==> src/fpfa_pkg.sv <==
`timescale 1ns / 1ps
// ----------------------------------------------------------------------------
// fpfa_pkg
// Shared types and constants for the fixed partition fit allocator.
// ----------------------------------------------------------------------------
package fpfa_pkg;

  localparam int MAX_PARTITIONS = 16;
  localparam int SIZE_BITS      = 16;
  localparam int AMT_BITS       = 16;
  localparam int IDX_BITS       = $clog2(MAX_PARTITIONS);
  localparam int CNT_BITS       = 5;
  localparam int POL_BITS       = 2;

  localparam logic [CNT_BITS-1:0] CNT_MAX = CNT_BITS'(MAX_PARTITIONS);

  typedef enum logic [1:0] {
    MODE_LOAD    = 2'd0,
    MODE_REQUEST = 2'd1,
    MODE_CLEAR   = 2'd2,
    MODE_NONE    = 2'd3
  } mode_t;

  typedef enum logic [1:0] {
    STAT_DONE   = 2'd0,
    STAT_NO_FIT = 2'd1,
    STAT_RANGE  = 2'd2,
    STAT_RSVD   = 2'd3
  } status_t;

  localparam logic [POL_BITS-1:0] POL_FIRST = 2'd0;
  localparam logic [POL_BITS-1:0] POL_BEST  = 2'd1;
  localparam logic [POL_BITS-1:0] POL_WORST = 2'd2;

  localparam logic CFG_FIT_POLICY     = 1'b0;
  localparam logic CFG_NUM_PARTITIONS = 1'b1;

  typedef enum logic [1:0] {
    ST_IDLE,
    ST_SCAN,
    ST_LAST,
    ST_RESP
  } state_t;

  typedef struct packed {
    logic                 en;
    logic [IDX_BITS-1:0]  addr;
    logic [SIZE_BITS-1:0] data;
  } size_wr_t;

endpackage

==> src/fpfa_size_table.sv <==
`timescale 1ns / 1ps
// ----------------------------------------------------------------------------
// fpfa_size_table
// Partition size memory: one write port, one read port with registered data.
// ----------------------------------------------------------------------------
module fpfa_size_table import fpfa_pkg::*; (
  input  logic                 clk,
  input  size_wr_t             wr,
  input  logic [IDX_BITS-1:0]  rd_addr,
  output logic [SIZE_BITS-1:0] rd_data
);

  logic [SIZE_BITS-1:0] mem [MAX_PARTITIONS];
  logic [SIZE_BITS-1:0] rd_data_r;

  always_ff @(posedge clk) begin
    if (wr.en) begin
      mem[wr.addr] <= wr.data;
    end
    rd_data_r <= mem[rd_addr];
  end

  assign rd_data = rd_data_r;

endmodule

==> src/fixed_partition_fit_allocator_core.sv <==
`timescale 1ns / 1ps
// ----------------------------------------------------------------------------
// fixed_partition_fit_allocator_core
// Fixed partition allocator with first, best and worst fit placement.
// ----------------------------------------------------------------------------
// Each input item gives one result. A load or clear item goes from idle
// through the response state back to idle before the next input transfer. A
// request walks the active partitions one per cycle through a single size
// comparator fed from the registered read port of the size memory, in the
// scan and last states before the response state. Results sit in an output
// register, so a waiting result holds only the final response step.
// Configuration writes are taken only while the block is idle.
module fixed_partition_fit_allocator_core import fpfa_pkg::*; (
  input  logic                 clk,
  input  logic                 rst_n,
  input  logic                 in_valid,
  output logic                 in_ready,
  input  logic [1:0]           in_mode,
  input  logic [IDX_BITS-1:0]  in_slot_index,
  input  logic [AMT_BITS-1:0]  in_amount,
  output logic                 out_valid,
  input  logic                 out_ready,
  output logic                 out_granted,
  output logic [IDX_BITS-1:0]  out_granted_slot,
  output logic [1:0]           out_status,
  input  logic                 cfg_valid,
  output logic                 cfg_ready,
  input  logic                 cfg_index,
  input  logic [CNT_BITS-1:0]  cfg_data
);

  state_t state_r, state_nxt;

  logic [POL_BITS-1:0]       fit_policy_r;
  logic [CNT_BITS-1:0]       num_part_r;
  logic [MAX_PARTITIONS-1:0] occupied_r;
  logic [AMT_BITS-1:0]       amount_r;
  logic [IDX_BITS-1:0]       scan_idx_r;
  logic [IDX_BITS-1:0]       cmp_idx_r;
  logic                      cmp_vld_r;
  logic                      pick_vld_r, pick_vld_nxt;
  logic [IDX_BITS-1:0]       pick_idx_r, pick_idx_nxt;
  logic [SIZE_BITS-1:0]      pick_size_r, pick_size_nxt;
  logic                      res_granted_r;
  logic [IDX_BITS-1:0]       res_slot_r;
  status_t                   res_status_r;
  logic                      out_valid_r;
  logic                      out_granted_r;
  logic [IDX_BITS-1:0]       out_slot_r;
  status_t                   out_status_r;

  logic [CNT_BITS-1:0]  cnt_eff;
  logic [IDX_BITS-1:0]  last_idx;
  logic                 in_xfer;
  logic                 out_load;
  logic                 load_ok;
  logic                 issue;
  logic                 fit;
  logic                 better;
  logic [SIZE_BITS-1:0] rd_data;
  size_wr_t             size_wr;
  mode_t                mode;

  assign mode     = mode_t'(in_mode);
  assign cnt_eff  = (num_part_r > CNT_MAX) ? CNT_MAX : num_part_r;
  assign last_idx = IDX_BITS'(cnt_eff - CNT_BITS'(1));
  assign in_xfer  = in_valid && in_ready;
  assign out_load = (state_r == ST_RESP) && (!out_valid_r || out_ready);
  assign load_ok  = {1'b0, in_slot_index} < cnt_eff;
  assign issue    = (state_r == ST_SCAN);

  assign size_wr.en   = in_xfer && (mode == MODE_LOAD) && load_ok;
  assign size_wr.addr = in_slot_index;
  assign size_wr.data = SIZE_BITS'(in_amount);

  fpfa_size_table u_size_table (
    .clk     (clk),
    .wr      (size_wr),
    .rd_addr (scan_idx_r),
    .rd_data (rd_data)
  );

  // candidate compare
  always_comb begin
    fit    = cmp_vld_r && !occupied_r[cmp_idx_r] && (rd_data >= amount_r);
    better = !pick_vld_r ||
             ((fit_policy_r == POL_BEST)  && (rd_data < pick_size_r)) ||
             ((fit_policy_r == POL_WORST) && (rd_data > pick_size_r));
    pick_vld_nxt  = pick_vld_r;
    pick_idx_nxt  = pick_idx_r;
    pick_size_nxt = pick_size_r;
    if (fit && better) begin
      pick_vld_nxt  = 1'b1;
      pick_idx_nxt  = cmp_idx_r;
      pick_size_nxt = rd_data;
    end
  end

  // next state
  always_comb begin
    state_nxt = state_r;
    unique case (state_r)
      ST_IDLE: begin
        if (in_xfer) begin
          if ((mode == MODE_REQUEST) && (cnt_eff != '0)) begin
            state_nxt = ST_SCAN;
          end else begin
            state_nxt = ST_RESP;
          end
        end
      end
      ST_SCAN: begin
        if (scan_idx_r == last_idx) begin
          state_nxt = ST_LAST;
        end
      end
      ST_LAST: state_nxt = ST_RESP;
      ST_RESP: begin
        if (out_load) begin
          state_nxt = ST_IDLE;
        end
      end
      default: state_nxt = ST_IDLE;
    endcase
  end

  // outputs
  always_comb begin
    in_ready  = (state_r == ST_IDLE);
    cfg_ready = (state_r == ST_IDLE);
  end

  always_ff @(posedge clk) begin
    if (!rst_n) begin
      state_r      <= ST_IDLE;
      fit_policy_r <= POL_FIRST;
      num_part_r   <= CNT_MAX;
      occupied_r   <= '0;
      cmp_vld_r    <= 1'b0;
      out_valid_r  <= 1'b0;
    end else begin
      state_r   <= state_nxt;
      cmp_vld_r <= issue;

      if (cfg_valid && cfg_ready) begin
        unique case (cfg_index)
          CFG_FIT_POLICY:     fit_policy_r <= cfg_data[POL_BITS-1:0];
          CFG_NUM_PARTITIONS: num_part_r   <= cfg_data;
          default: ;
        endcase
      end

      if (in_xfer && (mode == MODE_CLEAR)) begin
        occupied_r <= '0;
      end else if ((state_r == ST_LAST) && pick_vld_nxt) begin
        occupied_r[pick_idx_nxt] <= 1'b1;
      end

      if (out_load) begin
        out_valid_r <= 1'b1;
      end else if (out_ready) begin
        out_valid_r <= 1'b0;
      end
    end
  end

  always_ff @(posedge clk) begin
    cmp_idx_r   <= scan_idx_r;
    pick_vld_r  <= in_xfer ? 1'b0 : pick_vld_nxt;
    pick_idx_r  <= pick_idx_nxt;
    pick_size_r <= pick_size_nxt;

    if (in_xfer) begin
      amount_r      <= in_amount;
      scan_idx_r    <= '0;
      res_granted_r <= 1'b0;
      res_slot_r    <= '0;
      priority case (1'b1)
        (mode == MODE_LOAD) && !load_ok: res_status_r <= STAT_RANGE;
        (mode == MODE_REQUEST):          res_status_r <= STAT_NO_FIT;
        default:                         res_status_r <= STAT_DONE;
      endcase
    end else if (issue && (scan_idx_r != last_idx)) begin
      scan_idx_r <= scan_idx_r + IDX_BITS'(1);
    end

    if (state_r == ST_LAST) begin
      res_granted_r <= pick_vld_nxt;
      res_slot_r    <= pick_vld_nxt ? pick_idx_nxt : '0;
      res_status_r  <= pick_vld_nxt ? STAT_DONE : STAT_NO_FIT;
    end

    if (out_load) begin
      out_granted_r <= res_granted_r;
      out_slot_r    <= res_slot_r;
      out_status_r  <= res_status_r;
    end
  end

  assign out_valid        = out_valid_r;
  assign out_granted      = out_granted_r;
  assign out_granted_slot = out_slot_r;
  assign out_status       = out_status_r;

  a_scan_in_range: assert property (@(posedge clk) disable iff (!rst_n)
    (state_r == ST_SCAN) |-> ({1'b0, scan_idx_r} < cnt_eff))
    else $error("scan index beyond active count");

  a_cmp_in_scan: assert property (@(posedge clk) disable iff (!rst_n)
    cmp_vld_r |-> ((state_r == ST_SCAN) || (state_r == ST_LAST)))
    else $error("compare outside scan");

  a_grant_marked: assert property (@(posedge clk) disable iff (!rst_n)
    ((state_r == ST_RESP) && res_granted_r) |-> occupied_r[res_slot_r])
    else $error("granted partition not marked occupied");

  a_grant_status: assert property (@(posedge clk) disable iff (!rst_n)
    (out_valid_r && out_granted_r) |-> (out_status_r == STAT_DONE))
    else $error("grant with failure status");

endmodule

==> config.mk <==
export PLATFORM = sky130hd
export DESIGN_NAME = fixed_partition_fit_allocator_core
export DESIGN_NICKNAME = d
export VERILOG_FILES = /design/src/fpfa_pkg.sv /design/src/fpfa_size_table.sv /design/src/fixed_partition_fit_allocator_core.sv
export SDC_FILE = /design/constraint.sdc
export NUM_CORES = 1
export LEC_CHECK = 0
export BUFFER_PORTS_ARGS = -buffer_cell sky130_fd_sc_hd__buf_2
export CAP_MARGIN = 20
export CORE_MARGIN = 1.5
export CORE_UTILIZATION = 56
export CTS_BUF_LIST = sky130_fd_sc_hd__clkbuf_4 sky130_fd_sc_hd__clkbuf_8
export DETAILED_ROUTE_END_ITERATION = 10
export GPL_TIMING_DRIVEN = 0
export PLACE_DENSITY = 0.83
export SYNTH_ARGS = -nofsm -noshare
export SYNTH_HDL_FRONTEND = slang
export SYNTH_HIERARCHICAL = 1
export SYNTH_SLANG_ARGS = --single-unit
==> constraint.sdc <==
create_clock -name clk -period 3.65 [get_ports clk]
set_input_delay 0.73 -clock clk [delete_from_list [all_inputs] [get_ports clk]]
set_output_delay 0.73 -clock clk [all_outputs]
set_load 0.01 [all_outputs]
After elaboration in Yosys (flattened, before gate mapping)

Memory sizes are Yosys's and may differ from the RTL's. A register that Yosys moved wholly into a read port is not among the register bits.
Index checks and enable logic that the tools add are counted.

Reductions and logical operators: 32
Bitwise operators: 3
Div/mod/pow operators: 0
$add $sub $neg: 2
$mul: 0
$lt $le $gt $ge: 8
Equal/unequal tests: 12
Muxes and demuxes: 26
Shift operators: 0

Operator list:

| kind                                                                  | count |
|---|---|
| 16-bit >= comparator                                                  | 1 |
| 16-bit > comparator                                                   | 1 |
| 1-bit logical AND                                                     | 16 |
| 16-bit < comparator                                                   | 1 |
| 4-bit two-way mux                                                     | 4 |
| 16-bit OR                                                             | 1 |
| 2-bit two-way mux                                                     | 7 |
| 1-bit two-way mux                                                     | 11 |
| 4-bit by 5-bit < comparator with 1-bit output, second input constant  | 2 |
| 2-bit equality test, second input constant                            | 4 |
| 2-bit one-hot mux with 4 select lines                                 | 1 |
| 2-bit by 1-bit equality test with 1-bit output, second input constant | 3 |
| 5-bit > comparator, second input constant                             | 1 |
| 4-bit by 5-bit < comparator with 1-bit output                         | 1 |
| 5-bit two-way mux                                                     | 1 |
| 5-bit nonzero test                                                    | 1 |
| 4-bit by 1-bit adder with 4-bit output, second input constant         | 1 |
| 1-bit binary-select mux with 4-bit select                             | 1 |
| 1-bit demux with 4-bit select                                         | 1 |
| 4-bit equality test                                                   | 1 |
| 4-bit by 1-bit >= comparator with 1-bit output, second input constant | 1 |
| 1-bit zero test                                                       | 4 |
| 2-bit zero test                                                       | 2 |
| 2-bit by 1-bit != test with 1-bit output, second input constant       | 2 |
| 9 further kinds                                                       | 14 |

Input port bits: 33
Bits in read-only memories: 0
Word-level logic and storage cells: 102
Output and inout port bits: 10
Latch bits: 0
Memories: 1
Bits in registers: 86
Memory bits (writable): 256

Memory list:

| name             | depth | width | read ports | clocked after Yosys merged registers in | write ports | RTL line              | source |
|---|---|---|---|---|---|---|---|
| u_size_table.mem | 16    | 16    | 1          | 1                                       | 1           | fpfa_size_table.sv:13 | `logic [SIZE_BITS-1:0] mem [MAX_PARTITIONS];` |

Longest topological paths before layout

Depth after elaboration: 12
Mapped depth: 10
Gate-level depth less buffers: 10

Hierarchy

The synthesis kept the hierarchy.

Modules (own cells, without submodules):

| module                             | area each (um2) | times used | seq. area each (um2) | cells each |
|---|---|---|---|---|
| fpfa_size_table                    | 10043.4         | 1          | 8007.7               | 432 |
| fixed_partition_fit_allocator_core | 4246.6          | 1          | 2182.1               | 376 |

Worst setup path after synthesis

No wires, ideal clock.

Kind: input port to flip-flop
Start: input port in_slot_index[1]
End: memory u_size_table.mem[0][0], enable pin
Cell stages on the path: 9
Data required time: 3.241 ns
Buffers on the path: 0
Setup time: 0.409 ns
Setup slack: -0.233 ns
Arrival: 3.474 ns
Cell sequence: ha_1 -> o21a_1 -> o21ai_0 -> nand2b_1 -> a21oi_1 -> nor2_1 -> nor4_1 -> or3b_2 -> nor3_1

RTL lines:

| element     | RTL line                                 | source |
|---|---|---|
| from (decl) | fixed_partition_fit_allocator_core.sv:19 | `input logic [IDX_BITS-1:0] in_slot_index,` |
| to (decl)   | fpfa_size_table.sv:13                    |  |

Worst setup path in the final report

Start: register u_size_table.rd_data_r[14], in the netlist u_size_table/rd_data[14] (read register of u_size_table.mem)
End: register occupied_r[8]

Word-level cells in the longest chain between the ends: 11
Elaborated cells between the ends (all ways): 18
Those cells by class: order compare (5); mux (4); bitwise (1); reduce/logical (8)

Ends and longest elaborated chain:

| element                                                                                                                               | RTL line                                  | source |
|---|---|---|
| from (decl)                                                                                                                           | fpfa_size_table.sv:14                     | `logic [SIZE_BITS-1:0] rd_data_r;` |
| 16-bit < comparator                                                                                                                   | fixed_partition_fit_allocator_core.sv:87  | `((fit_policy_r == POL_BEST) && (rd_data < pick_size_r)) \|\|` |
| 1-bit logical AND                                                                                                                     | fixed_partition_fit_allocator_core.sv:87  |  |
| 1-bit logical OR                                                                                                                      | fixed_partition_fit_allocator_core.sv:86  | `better = !pick_vld_r \|\|` |
| 1-bit logical OR                                                                                                                      | fixed_partition_fit_allocator_core.sv:87  |  |
| 1-bit logical AND (*)                                                                                                                 | fixed_partition_fit_allocator_core.sv:92  | `if (fit && better) begin` |
| 4-bit two-way mux                                                                                                                     | fixed_partition_fit_allocator_core.sv:92  |  |
| 4-bit by 5-bit < comparator with 1-bit output (implied by the code) or 4-bit by 1-bit >= comparator with 1-bit output (tied branches) | fixed_partition_fit_allocator_core.sv:156 | `occupied_r[pick_idx_nxt] <= 1'b1;` |
| 1-bit logical AND (implied by the code)                                                                                               | fixed_partition_fit_allocator_core.sv:156 |  |
| 1-bit two-way mux (implied by the code)                                                                                               | fixed_partition_fit_allocator_core.sv:156 |  |
| 1-bit demux with 4-bit select                                                                                                         | fixed_partition_fit_allocator_core.sv:156 |  |
| 16-bit OR (no source line)                                                                                                            | -                                         |  |
| to (signal assigned)                                                                                                                  | fixed_partition_fit_allocator_core.sv:138 | `occupied_r <= '0;` |
| to (signal assigned)                                                                                                                  | fixed_partition_fit_allocator_core.sv:154 | `occupied_r <= '0;` |
| to (signal, indexed assignment)                                                                                                       | fixed_partition_fit_allocator_core.sv:156 |  |
| to (decl)                                                                                                                             | fixed_partition_fit_allocator_core.sv:36  | `logic [MAX_PARTITIONS-1:0] occupied_r;` |

Every way passes the cells marked *; elsewhere a longest branch is shown, timed or not.
A chain may end at the register's enable or synchronous reset.

==> out/qor.txt <==
RSZ-0062 raised after global routing: no
synth warn: 6
worst hold path class: in -> reg
ys async rst share: 0%
pwr dens: 636.4 nW/um^2
Die Ht: 162.7 um
Main synth FF type: edfxtp_1
Avg WL per Cell: 23.34 um
# clock sinks: 358
clk_lat worst skew: 580 ps
Worst-path clk slew: 60 ps
CP max-delay cell: or4b_2
fin crit share: 96.67%
grt total ovfl: 0
initial antenna violation count: 0
Synth Net Count: 882
number of global-route vias before repair: 8,031
post-synthesis area per instance: 17.69 um^2
status: finished clean
Avg Vias per Cell: 6.039
First-pass DRT Iterations: 5
Crit path largest cell delay: 680 ps
post-synth top area share: 63.46%
static leakage: 5.641 nW
CTS buffer count: 54
hold violation count in the final report: 0
placer congestion estimate: 0.8164
worst ir drop on vdd: 0.4217 mV
worst-case clock buffer depth: 3
Setup Crit Path Kind: reg -> reg
clk_skew: 15.53 ps
flops & latches, synth: 358
Vias: 7,827
Starting Density: 56.91%
most frequent cell after synthesis: edfxtp_1
min cycle time layout: 3528 ps
number of H-tree levels: 2
first-pass GRT wire length: 45,700 um
Critical Path RT: 4120 ps
largest net degree at the start of global routing: 26
placed cell count: 1,196
Critical Path AT: 4000 ps
GRT Overall Usage: 23.64%
final number of max-transition violations: 0
dpl ws: -423.3 ps
CTS tree: done
Antenna Diode Count: 0
fill cell count: 1,647
slew margin rel.: 27.50%
IO buf count: 41
Crit Path Max Fanout: 25
io pins: 43
Least-Margin Pin Slew: 1073 ps
# setup viols final: 0
die width: 162.7 um
main area contributors after synthesis: edfxtp_1 (63%), mux4_2 (9.3%), dfxtp_1 (7.8%)
Non-Filler Instances: 1,296
1st-iter DRT viols: 751
CP cell instances: ha_1, nand4_1, nor3_1, or4b_2, a31oi_4, o31a_2, buf_6, a32oi_1, o31ai_1
Unique masters post-synth: 54
Std-Cell Rows: 58
area delta synth->final: 14.44%
final worst slack: 121.6 ps
max-cap viol count: 0
layout cells sized above 1: 24.74%
detailed placement HPWL: 20,290 um
Seq/Total Area, Yosys: 71.31%
area of the mapped netlist: 14,290 um^2
Post-synth EDFFs: 302
CTS root buf: clkbuf_8
DRC Markers: 0
Core Util, Final: 65.13%
fmax: 0.2834 GHz
Final Routed Wirelength: 30,240 um
core region area: 25,110 um^2
Synth area leader: edfxtp_1
Setup crit end kind: flop
Synth Instances: 808
Routed Antenna Nets: 0
full die area: 26,480 um^2
Layout Nets: 997
Setup crit start kind: flop
most frequent cells after synthesis: edfxtp_1 (302), mux4_2 (59), dfxtp_1 (56), nand2_1 (48), ha_1 (41)
## worst max-delay path, delay by kind of cell (launching register included)
kind	cells	cell delay, ps
flip-flops	1	360
buffers and inverters	1	260
adder cells (fa/ha/maj)	1	360
AO/OA/AOI/OAI	4	1150
AND/OR/NAND/NOR	3	1270
## path summary, 6_finish.rpt
kind | to | start | slack [ps] | cells past startpoint
setup / recovery | occupied_r[8] | u_size_table/rd_data[14] | 120 | 9
hold / removal | num_part_r[4] | cfg_data[4] | 370 | 3
setup reg to reg | occupied_r[8] | u_size_table/rd_data[14] | 120 | 9
hold reg to reg | out_status[1] | res_status_r[1] | 420 | 0
## cell type report
type | count | area [um^2] | area share [%]
plain buffers | 29 | 168.9 | 1.033
inverters | 40 | 150.1 | 0.9181
repair buffers | 59 | 441.7 | 2.701
clock inverters | 27 | 227.7 | 1.392
well taps | 330 | 412.9 | 2.525
multi-input cells | 381 | 3871 | 23.67
clock buffers | 72 | 890.9 | 5.448
flip-flops and latches | 358 | 10190 | 62.31
## per-stage QoR
step	total power [mW]	hold slack (ps)	setup TNS, ps	cell area, um^2
final	10.41	365.6	0	16350
after global routing	10.84	367.4	0	16350
after CTS	10.48	337.0	0	16330
after detailed placement	7.116	406.5	-37770	15190
after global placement	6.994	401.2	-231460	14910
after floorplan	6.470	398.9	0	14300
## routing by layer
metal	track usage [%]	wire, um
met1	29.89	11530
met2	40.33	15350
met3	4.253	2301
met4	10.13	1067
met5	0	0
## report_power, final
group          internal (mW)  switching, mW
Clock                   1.88           1.49
Sequential              4.75          0.184
Combinational          0.954           1.15
## logic make-up after synthesis
logic type	synth area share [%]
DFF	71.31
and+or+nand+nor	5.323
AOI/OAI and AO/OA	4.746
muxes	12.37
buffers and inverters	2.233
adders and majority gates	3.590
xor gates and xnor gates	0.4290
## registers in the layout, indices dropped and copies added (netlist names), 2 cells and up
signal,cells
amount_r,16
cmp_idx_r,4
fit_policy_r,2
num_part_r,5
occupied_r,16
out_granted_slot,4
out_status,2
pick_idx_r,4
pick_size_r,16
res_slot_r,4
res_status_r,2
scan_idx_r,4
state_r,2
u_size_table/mem,256
u_size_table/rd_data,16
## cell usage in the layout, fill, tap and decap left out, drive strengths merged, types with 3 or more instances in the layout
cell type / n
xnor2: 4
buf: 75
o21ai: 9
edfxtp: 302
bufinv: 4
o21a: 3
nand4: 4
o31a: 3
xor2: 3
mux2i: 12
clkbuf: 85
mux2: 5
nor4: 4
o31ai: 16
clkinv: 21
nand2b: 14
dfxtp: 56
nand3b: 3
a22oi: 34
ha: 41
and4: 3
nor2b: 14
mux4: 69
nor2: 34
inv: 42
nor3: 7
and2: 7
a21oi: 15
nand3: 6
nand2: 48
## what timing repair did
action	in CTS	in global routing
pin swaps	0	1
setup buffers	0	1
hold buffers	0	0
endpoints found under the setup margin	23	149
gates resized for setup	3	3
Power figures use the tool's default switching activity.
